**config.mk**
```make
export PLATFORM = sky130hd
export DESIGN_NAME = ima_adpcm_codec
export DESIGN_NICKNAME = d
export VERILOG_FILES = /design/src/iac_pkg.sv /design/src/iac_front.sv /design/src/iac_back.sv /design/src/ima_adpcm_codec.sv
export SDC_FILE = /design/constraint.sdc
export NUM_CORES = 1
export LEC_CHECK = 0
export BUFFER_PORTS_ARGS = -buffer_cell sky130_fd_sc_hd__buf_2
export CAP_MARGIN = 15
export CORE_ASPECT_RATIO = 1.75
export CORE_MARGIN = 1
export CORE_UTILIZATION = 37
export DETAILED_ROUTE_END_ITERATION = 10
export GPL_TIMING_DRIVEN = 0
export SYNTH_ARGS = -nofsm -noshare
export SYNTH_HDL_FRONTEND = slang
export SYNTH_SLANG_ARGS = --single-unit
```
**constraint.sdc**
```tcl
create_clock -name clk -period 31.2 [get_ports clk]
set_input_delay 6.24 -clock clk [delete_from_list [all_inputs] [get_ports clk]]
set_output_delay 6.24 -clock clk [all_outputs]
set_load 0.005 [all_outputs]
```
**src/iac_pkg.sv**
```systemverilog
// Shared types, constants and tables of the IMA ADPCM codec.
package iac_pkg;

  localparam int unsigned STEP_COUNT = 89;
  localparam logic [6:0] IDX_MAX = 7'd88;
  localparam logic [7:0] PCM8_FLIP = 8'h80;

  typedef enum logic {
    OP_DECODE = 1'b0,
    OP_ENCODE = 1'b1
  } op_t;

  typedef enum logic {
    PH_FIRST  = 1'b0,
    PH_SECOND = 1'b1
  } phase_t;

  typedef enum logic {
    REG_ENCODE_MODE   = 1'b0,
    REG_EIGHT_BIT_PCM = 1'b1
  } reg_idx_t;

  typedef struct packed {
    logic encode_mode;
    logic eight_bit_pcm;
  } cfg_t;

  typedef struct packed {
    op_t                op;
    logic               eight_bit;
    logic               channel;
    logic               restart;
    logic [7:0]         code_byte;
    logic signed [15:0] sample;
  } item_t;

  localparam logic [14:0] STEP_TABLE [STEP_COUNT] = '{
    15'd7, 15'd8, 15'd9, 15'd10, 15'd11, 15'd12, 15'd13, 15'd14, 15'd16, 15'd17,
    15'd19, 15'd21, 15'd23, 15'd25, 15'd28, 15'd31, 15'd34, 15'd37, 15'd41, 15'd45,
    15'd50, 15'd55, 15'd60, 15'd66, 15'd73, 15'd80, 15'd88, 15'd97, 15'd107, 15'd118,
    15'd130, 15'd143, 15'd157, 15'd173, 15'd190, 15'd209, 15'd230, 15'd253, 15'd279,
    15'd307, 15'd337, 15'd371, 15'd408, 15'd449, 15'd494, 15'd544, 15'd598, 15'd658,
    15'd724, 15'd796, 15'd876, 15'd963, 15'd1060, 15'd1166, 15'd1282, 15'd1411,
    15'd1552, 15'd1707, 15'd1878, 15'd2066, 15'd2272, 15'd2499, 15'd2749, 15'd3024,
    15'd3327, 15'd3660, 15'd4026, 15'd4428, 15'd4871, 15'd5358, 15'd5894, 15'd6484,
    15'd7132, 15'd7845, 15'd8630, 15'd9493, 15'd10442, 15'd11487, 15'd12635,
    15'd13899, 15'd15289, 15'd16818, 15'd18500, 15'd20350, 15'd22385, 15'd24623,
    15'd27086, 15'd29794, 15'd32767
  };

  // index adjustment of the low three code bits: -1 or 2, 4, 6, 8
  function automatic logic signed [4:0] index_adjust(input logic [2:0] c);
    logic signed [4:0] adj;
    if (c[2]) begin
      adj = $signed({2'b00, c[1:0], 1'b0}) + 5'sd2;
    end else begin
      adj = -5'sd1;
    end
    return adj;
  endfunction

endpackage

```
**src/iac_front.sv**
```systemverilog
// Input side: accepts items, classifies them by mode and queues them for the engine.
module iac_front (
  input  logic                clk,
  input  logic                rst_n,
  input  iac_pkg::cfg_t       cfg,
  input  logic                in_tvalid,
  output logic                in_tready,
  input  logic [31:0]         in_tdata,
  input  logic                in_tuser,
  output logic                q_valid,
  output iac_pkg::item_t      q_item,
  input  logic                q_pop
);

  iac_pkg::item_t slot_r [2];
  logic           wr_ptr_r, wr_ptr_nxt;
  logic           rd_ptr_r, rd_ptr_nxt;
  logic [1:0]     count_r, count_nxt;
  logic           push;
  iac_pkg::item_t item_new;
  logic [15:0]    pcm_raw;

  assign in_tready = (count_r != 2'd2);
  assign push      = in_tvalid && in_tready;
  assign q_valid   = (count_r != 2'd0);
  assign q_item    = slot_r[rd_ptr_r];
  assign pcm_raw   = in_tdata[23:8];

  always_comb begin
    item_new.op        = cfg.encode_mode ? iac_pkg::OP_ENCODE : iac_pkg::OP_DECODE;
    item_new.eight_bit = cfg.eight_bit_pcm;
    item_new.channel   = in_tuser;
    item_new.restart   = in_tdata[24];
    item_new.code_byte = in_tdata[7:0];
    // 8-bit PCM is unsigned: move to the high byte and flip the sign bit
    if (cfg.eight_bit_pcm) begin
      item_new.sample = $signed({pcm_raw[7:0] ^ iac_pkg::PCM8_FLIP, 8'h00});
    end else begin
      item_new.sample = $signed(pcm_raw);
    end
  end

  always_comb begin
    wr_ptr_nxt = push ? ~wr_ptr_r : wr_ptr_r;
    rd_ptr_nxt = q_pop ? ~rd_ptr_r : rd_ptr_r;
    count_nxt  = count_r;
    if (push && !q_pop) begin
      count_nxt = count_r + 2'd1;
    end else if (!push && q_pop) begin
      count_nxt = count_r - 2'd1;
    end
  end

  always_ff @(posedge clk) begin
    if (!rst_n) begin
      wr_ptr_r <= 1'b0;
      rd_ptr_r <= 1'b0;
      count_r  <= 2'd0;
    end else begin
      wr_ptr_r <= wr_ptr_nxt;
      rd_ptr_r <= rd_ptr_nxt;
      count_r  <= count_nxt;
    end
  end

  always_ff @(posedge clk) begin
    if (push) begin
      slot_r[wr_ptr_r] <= item_new;
    end
  end

endmodule

```
**src/iac_back.sv**
```systemverilog
// Engine: per-channel ADPCM state, shared nibble update unit and output register.
module iac_back #(
  parameter int NUM_CHANNELS = 2
) (
  input  logic                clk,
  input  logic                rst_n,
  input  logic                q_valid,
  input  iac_pkg::item_t      q_item,
  output logic                q_pop,
  output logic                out_tvalid,
  input  logic                out_tready,
  output logic [23:0]         out_tdata,
  output logic                out_tuser,
  output logic                out_tlast
);

  localparam int CH_W = (NUM_CHANNELS > 1) ? $clog2(NUM_CHANNELS) : 1;

  logic signed [15:0] pred_r [NUM_CHANNELS];
  logic [6:0]         idx_r  [NUM_CHANNELS];
  logic [3:0]         pend_r [NUM_CHANNELS];
  logic [NUM_CHANNELS-1:0] par_r;

  iac_pkg::phase_t phase_r, phase_nxt;
  logic [3:0]      code_r;

  logic               out_valid_r, out_valid_nxt;
  logic [15:0]        out_pcm_r;
  logic [7:0]         out_code_r;
  logic               out_chan_r;
  logic               out_last_r;

  logic               ch_bit;
  logic [CH_W-1:0]    ch;
  logic               is_enc;
  logic               second;
  logic               emit;
  logic               out_free;
  logic               go;
  logic               apply;
  logic [3:0]         nib;

  logic [6:0]         idx_c;
  logic [14:0]        step;
  logic [16:0]        diff;
  logic signed [17:0] sum;
  logic signed [15:0] pred_new;
  logic signed [8:0]  ni;
  logic [6:0]         idx_new;
  logic [15:0]        pcm_val;

  logic signed [16:0] delta;
  logic [16:0]        rem;
  logic [16:0]        trial;
  logic [3:0]         enc_code;

  assign ch_bit = (32'(q_item.channel) < NUM_CHANNELS) ? q_item.channel : 1'b0;
  assign ch     = CH_W'(ch_bit);
  assign is_enc = (q_item.op == iac_pkg::OP_ENCODE);
  assign second = (phase_r == iac_pkg::PH_SECOND);

  assign emit     = !is_enc || (second && par_r[ch]);
  assign out_free = !out_valid_r || out_tready;
  assign go       = q_valid && (!emit || out_free);
  assign q_pop    = go && second;
  assign apply    = !is_enc || second;

  always_comb begin
    if (is_enc) begin
      nib = code_r;
    end else if (second) begin
      nib = q_item.code_byte[7:4];
    end else begin
      nib = q_item.code_byte[3:0];
    end
  end

  // nibble update: difference from step shifts, clamped predictor and index
  always_comb begin
    idx_c = (idx_r[ch] > iac_pkg::IDX_MAX) ? iac_pkg::IDX_MAX : idx_r[ch];
    step  = iac_pkg::STEP_TABLE[idx_c];
    diff  = 17'(step >> 3);
    if (nib[2]) diff = diff + 17'(step);
    if (nib[1]) diff = diff + 17'(step >> 1);
    if (nib[0]) diff = diff + 17'(step >> 2);
    if (nib[3]) begin
      sum = 18'(pred_r[ch]) - $signed({1'b0, diff});
    end else begin
      sum = 18'(pred_r[ch]) + $signed({1'b0, diff});
    end
    if (sum < -18'sd32768) begin
      pred_new = -16'sd32768;
    end else if (sum > 18'sd32767) begin
      pred_new = 16'sd32767;
    end else begin
      pred_new = sum[15:0];
    end
    ni = $signed({2'b00, idx_c}) + 9'(iac_pkg::index_adjust(nib[2:0]));
    if (ni < 9'sd0) begin
      idx_new = 7'd0;
    end else if (ni > $signed({2'b00, iac_pkg::IDX_MAX})) begin
      idx_new = iac_pkg::IDX_MAX;
    end else begin
      idx_new = ni[6:0];
    end
    if (q_item.eight_bit) begin
      pcm_val = {8'h00, pred_new[15:8] ^ iac_pkg::PCM8_FLIP};
    end else begin
      pcm_val = pred_new;
    end
  end

  // encoder successive approximation against step, step/2, step/4
  always_comb begin
    delta       = 17'(q_item.sample) - 17'(pred_r[ch]);
    enc_code    = {delta[16], 3'b000};
    rem         = delta[16] ? 17'(-delta) : 17'(delta);
    trial       = 17'(step);
    for (int k = 0; k < 3; k++) begin
      if (rem >= trial) begin
        enc_code[2-k] = 1'b1;
        rem           = rem - trial;
      end
      trial = trial >> 1;
    end
  end

  always_comb begin
    phase_nxt = phase_r;
    unique case (phase_r)
      iac_pkg::PH_FIRST:  if (go) phase_nxt = iac_pkg::PH_SECOND;
      iac_pkg::PH_SECOND: if (go) phase_nxt = iac_pkg::PH_FIRST;
      default:            phase_nxt = iac_pkg::PH_FIRST;
    endcase
  end

  always_ff @(posedge clk) begin
    if (!rst_n) begin
      phase_r <= iac_pkg::PH_FIRST;
    end else begin
      phase_r <= phase_nxt;
    end
  end

  always_ff @(posedge clk) begin
    if (!rst_n) begin
      for (int i = 0; i < NUM_CHANNELS; i++) begin
        pred_r[i] <= '0;
        idx_r[i]  <= '0;
        pend_r[i] <= '0;
        par_r[i]  <= 1'b0;
      end
    end else if (go) begin
      if (apply) begin
        pred_r[ch] <= pred_new;
        idx_r[ch]  <= idx_new;
      end
      if (!second && q_item.restart) begin
        par_r <= '0;
      end
      if (second && is_enc) begin
        par_r[ch] <= !par_r[ch];
        if (!par_r[ch]) begin
          pend_r[ch] <= code_r;
        end
      end
    end
  end

  always_ff @(posedge clk) begin
    if (go && !second && is_enc) begin
      code_r <= enc_code;
    end
  end

  always_comb begin
    out_valid_nxt = out_valid_r;
    if (go && emit) begin
      out_valid_nxt = 1'b1;
    end else if (out_tready) begin
      out_valid_nxt = 1'b0;
    end
  end

  always_ff @(posedge clk) begin
    if (!rst_n) begin
      out_valid_r <= 1'b0;
    end else begin
      out_valid_r <= out_valid_nxt;
    end
  end

  always_ff @(posedge clk) begin
    if (go && emit) begin
      out_chan_r <= ch_bit;
      out_last_r <= is_enc || second;
      if (is_enc) begin
        out_pcm_r  <= '0;
        out_code_r <= {code_r, pend_r[ch]};
      end else begin
        out_pcm_r  <= pcm_val;
        out_code_r <= '0;
      end
    end
  end

  assign out_tvalid = out_valid_r;
  assign out_tdata  = {out_code_r, out_pcm_r};
  assign out_tuser  = out_chan_r;
  assign out_tlast  = out_last_r;

`ifndef SYNTHESIS
  a_idx_range: assert property (@(posedge clk) disable iff (!rst_n)
    q_valid |-> (idx_r[ch] <= iac_pkg::IDX_MAX))
    else $error("step index above table");

  a_second_has_item: assert property (@(posedge clk) disable iff (!rst_n)
    (phase_r == iac_pkg::PH_SECOND) |-> q_valid)
    else $error("second phase without a queued item");

  a_no_overwrite: assert property (@(posedge clk) disable iff (!rst_n)
    (go && emit) |-> out_free)
    else $error("result written over a waiting one");

  a_last_marked: assert property (@(posedge clk) disable iff (!rst_n)
    (go && emit && second) |=> (out_valid_r && out_last_r))
    else $error("final result of an item not marked last");
`endif

endmodule

```
**src/ima_adpcm_codec.sv**
```systemverilog
// Four-bit IMA ADPCM codec, top level: configuration registers, front queue and engine.
//
// Every item, a code byte to decode or a PCM sample to encode, goes through the engine's
// first and second phases and leaves the queue on the second; a phase that emits a
// result waits for a free output register. A decoded byte gives two samples, low nibble
// first, the second marked by tlast; an encoded sample gives no result on the first of
// a pair per channel and the packed byte on the second. The two-phase sequence runs
// around a single shared nibble update unit (two chained updates per decoded byte;
// approximation then update per sample). A two-item queue decouples input from the
// engine and a result register decouples the output, so input items are taken while a
// result waits. The user writes configuration only while the block is idle; the block itself does not enforce this.
module ima_adpcm_codec #(
  parameter int NUM_CHANNELS = 2
) (
  input  logic        clk,
  input  logic        rst_n,
  input  logic        cfg_we,
  input  logic        cfg_index,
  input  logic        cfg_wdata,
  input  logic        in_tvalid,
  output logic        in_tready,
  input  logic [31:0] in_tdata,   // code_byte[7:0], pcm_sample[23:8], restart[24], zero
  input  logic        in_tuser,   // channel
  output logic        out_tvalid,
  input  logic        out_tready,
  output logic [23:0] out_tdata,  // pcm_out[15:0], packed_code[23:16]
  output logic        out_tuser,  // out_channel
  output logic        out_tlast
);

  iac_pkg::cfg_t  cfg_r, cfg_nxt;
  logic           q_valid;
  iac_pkg::item_t q_item;
  logic           q_pop;

  always_comb begin
    cfg_nxt = cfg_r;
    if (cfg_we) begin
      unique case (iac_pkg::reg_idx_t'(cfg_index))
        iac_pkg::REG_ENCODE_MODE:   cfg_nxt.encode_mode   = cfg_wdata;
        iac_pkg::REG_EIGHT_BIT_PCM: cfg_nxt.eight_bit_pcm = cfg_wdata;
        default:                    cfg_nxt = cfg_r;
      endcase
    end
  end

  always_ff @(posedge clk) begin
    if (!rst_n) begin
      cfg_r <= '0;
    end else begin
      cfg_r <= cfg_nxt;
    end
  end

  iac_front u_front (
    .clk       (clk),
    .rst_n     (rst_n),
    .cfg       (cfg_r),
    .in_tvalid (in_tvalid),
    .in_tready (in_tready),
    .in_tdata  (in_tdata),
    .in_tuser  (in_tuser),
    .q_valid   (q_valid),
    .q_item    (q_item),
    .q_pop     (q_pop)
  );

  iac_back #(
    .NUM_CHANNELS (NUM_CHANNELS)
  ) u_back (
    .clk        (clk),
    .rst_n      (rst_n),
    .q_valid    (q_valid),
    .q_item     (q_item),
    .q_pop      (q_pop),
    .out_tvalid (out_tvalid),
    .out_tready (out_tready),
    .out_tdata  (out_tdata),
    .out_tuser  (out_tuser),
    .out_tlast  (out_tlast)
  );

endmodule

```
==> results.sh <==
export IMPL_rsz0062_at_grt="false"
export IMPL_wl_mm=60.2
export IMPL_cts_buffers=17
export IMPL_netlist_area_sq_um=16200
export IMPL_hold_path_depth=0
export IMPL_synth_most_common_cell="a21oi_1"
export IMPL_synth_edf_count=140
export IMPL_slowest_delay_ns=0.74
export IMPL_ant_nets=0
export IMPL_reg2reg_depth=62
export IMPL_cts_max_level=4
export IMPL_fin_skew_ns=0.0116
export IMPL_post_cts_buffers=0
export IMPL_via_per_inst=6.06
export IMPL_highest_layer="met4"
export IMPL_dp_hpwl_mm=48.5
export IMPL_ios=68
export IMPL_place_gp_congestion=0.961
export IMPL_relSlewSlack_pct=21.2
export IMPL_ys_types=108
export IMPL_gr_usage_all_layers_pct=26.8
export IMPL_post_route_period_util_pct=51.3
export IMPL_synth_flop_cell="edfxtp_1"
export IMPL_cp_common_cell="o21a_1"
export IMPL_syn_inst=1873
export IMPL_path_class="reg2reg"
export IMPL_setup_viol=0
export IMPL_holdWs_ns=0.468
export IMPL_required_ns=31.32
export IMPL_drive_above_1_share_pct=13.1
export IMPL_critical_path_slowest_cell="buf_1"
export IMPL_grt_overflow_total=0
export IMPL_drt_iter0_markers=869
export IMPL_ys_warn_count=0
export IMPL_drc=0
export IMPL_tritoncts="yes"
export IMPL_grt_pass1_wl_mm=90.8
export IMPL_wl_met3_mm=2.18
export IMPL_hold_violations=0
export IMPL_grt_max_degree=30
export IMPL_final_util_pct=41.4
export IMPL_rows=101
export IMPL_seq_area_frac_synth_pct=27.3
export IMPL_n_antenna_cell=0
export IMPL_cts_resized_gates=0
export IMPL_synthTopCellsByArea="edfxtp_1 (26%), ha_1 (11%), a21oi_1 (5.3%)"
export IMPL_dieArea_sq_um=44600
export IMPL_dieWidth_um=160
export IMPL_wl_met1_mm=19.7
export IMPL_arrival_ns=16.12
export IMPL_cts_hold_buf=0
export IMPL_core_sq_um=43200
export IMPL_hold_end="u_front.slot_r[1][26]"
export IMPL_synth_top_cell_area_share_pct=26.0
export IMPL_critPathTopFamily="compound AO/OA/AOI/OAI gates"
export IMPL_yosysTopAreaCell="edfxtp_1"
export IMPL_fp_dieH_um=279
export IMPL_maxCapViolCount=0
export IMPL_status="complete, no violations"
export IMPL_r2r_end="u_back.code_r[0]"
export IMPL_ys_async_sr_fraction_pct=0
export IMPL_synth_seq_cells=151
export IMPL_drv_slew=0
export IMPL_avgSynthCellArea_sq_um=8.65
export IMPL_crit_buf_inv=13
export IMPL_start_kind="flop"
export IMPL_insertion_delay_ns=0.44
export IMPL_min_from="cfg_r[0]"
export IMPL_wl_per_cell_um=23.7
export IMPL_synthesis_nets=2059
export IMPL_cts_sinks=151
export IMPL_vias=15379
export IMPL_worst_slew_pin_transition_ns=1.18
export IMPL_clk_pin_slew_ns=0.07
export IMPL_fin_nets=2145
export IMPL_first_pass_iters=5
export IMPL_r2r_slack_ns=15.20
export IMPL_fmaxAchievable_ghz=0.0625
export IMPL_synthTopCellsByCount="a21oi_1 (171), nand2_1 (164), nor2_1 (141)"
export IMPL_dr_wl_met2_mm=32.2
export IMPL_grt_pass1_vias=15676
export IMPL_start_util_pct=37.5
export IMPL_clk_path_buf_depth=2
export IMPL_crit_fanout=10
export IMPL_fin_crit_ns=16.00
export IMPL_antenna_found_initial=0
export IMPL_area_growth_synth_to_final_pct=10.5
export IMPL_fin_tns_setup_ns=0
export IMPL_numPortBuffers=60
export IMPL_crit_path_end_kind="flop"
export IMPL_hold_class="reg2reg"
export IMPL_root_buffer="clkbuf_16"
layout make-up:
| cell class | count | area, sq um |
|---|---|---|
| sequential | 151 | 4420 |
| clock inverter | 13 | 168 |
| clock buffer | 19 | 443 |
| timing repair buffer | 67 | 370 |
| multi-input combinational | 1547 | 11000 |
| inverter | 85 | 325 |
| tap | 566 | 708 |
| fill | 4389 | 25300 |
| buffer | 90 | 428 |
sequential cells by signal, indices dropped and copies added, names as in the netlist, named ones only:
signal / cells
cfg_r: 2
u_back.out_tuser: 1
u_front.slot_r: 56
u_back.out_code_r: 8
u_back.out_tvalid: 1
u_back.idx_r: 14
u_back.pred_r: 32
u_back.pend_r: 8
u_front.wr_ptr_r: 1
u_front.count_r: 2
u_back.phase_r: 1
u_back.out_pcm_r: 16
u_back.code_r: 4
u_back.out_tlast: 1
u_back.par_r: 2
u_front.rd_ptr_r: 1
per-stage QoR:
step,std cells,instance area (sq um),setup WS [ns]
floorplan,1873,16200,18.89
global placement,2499,17200,15.50
detailed placement,2506,17300,15.32
CTS,2538,17900,15.23
global route,2538,17900,14.34
finish,2538,17900,15.20
cells by family (layout without fill, tap and decap cells):
family / count (synthesis) / count (layout) / synth area share [%]
adders and majority gates: 147 / 147 / 11.7
xor gates and xnor gates: 114 / 114 / 6.17
AOI/OAI and AO/OA: 583 / 583 / 24.6
muxes: 98 / 98 / 6.98
buffers and inverters: 175 / 274 / 4.65
DFF: 151 / 151 / 27.3
and+or+nand+nor: 605 / 605 / 18.7
metal layers:
metal  track usage [%]  vias up
met1              23.9     7372
met4              24.5        0
li1                  -     7217
met2              52.0      542
met3              3.06      248
met5                 0        -
layout by cell type (no fill, tap or decap), drive strengths merged, types with 50 or more instances in the layout:
cell    netlist  final
clkbuf       51     70
edfxtp      140    140
buf          39    106
o21ai        98     98
xnor2        77     77
mux2         70     70
inv          82     87
nand2       165    165
nor2        143    143
ha          139    139
a21oi       172    172
a211oi       50     50
worst max path at each step:
stage,depth (start not counted),to,slack (ns),from
after floorplan,61,u_back.code_r[0],18.89,flop
after global placement,62,u_back.code_r[0],15.50,flop
after detailed placement,62,u_back.code_r[0],15.32,flop
after CTS,62,u_back.code_r[0],15.23,flop
after global routing,62,u_back.code_r[0],14.34,flop
final,62,u_back.code_r[0],15.20,flop
Power is not shown: default switching activity piles up to over one toggle a cycle in this logic, so the estimate is an artifact.
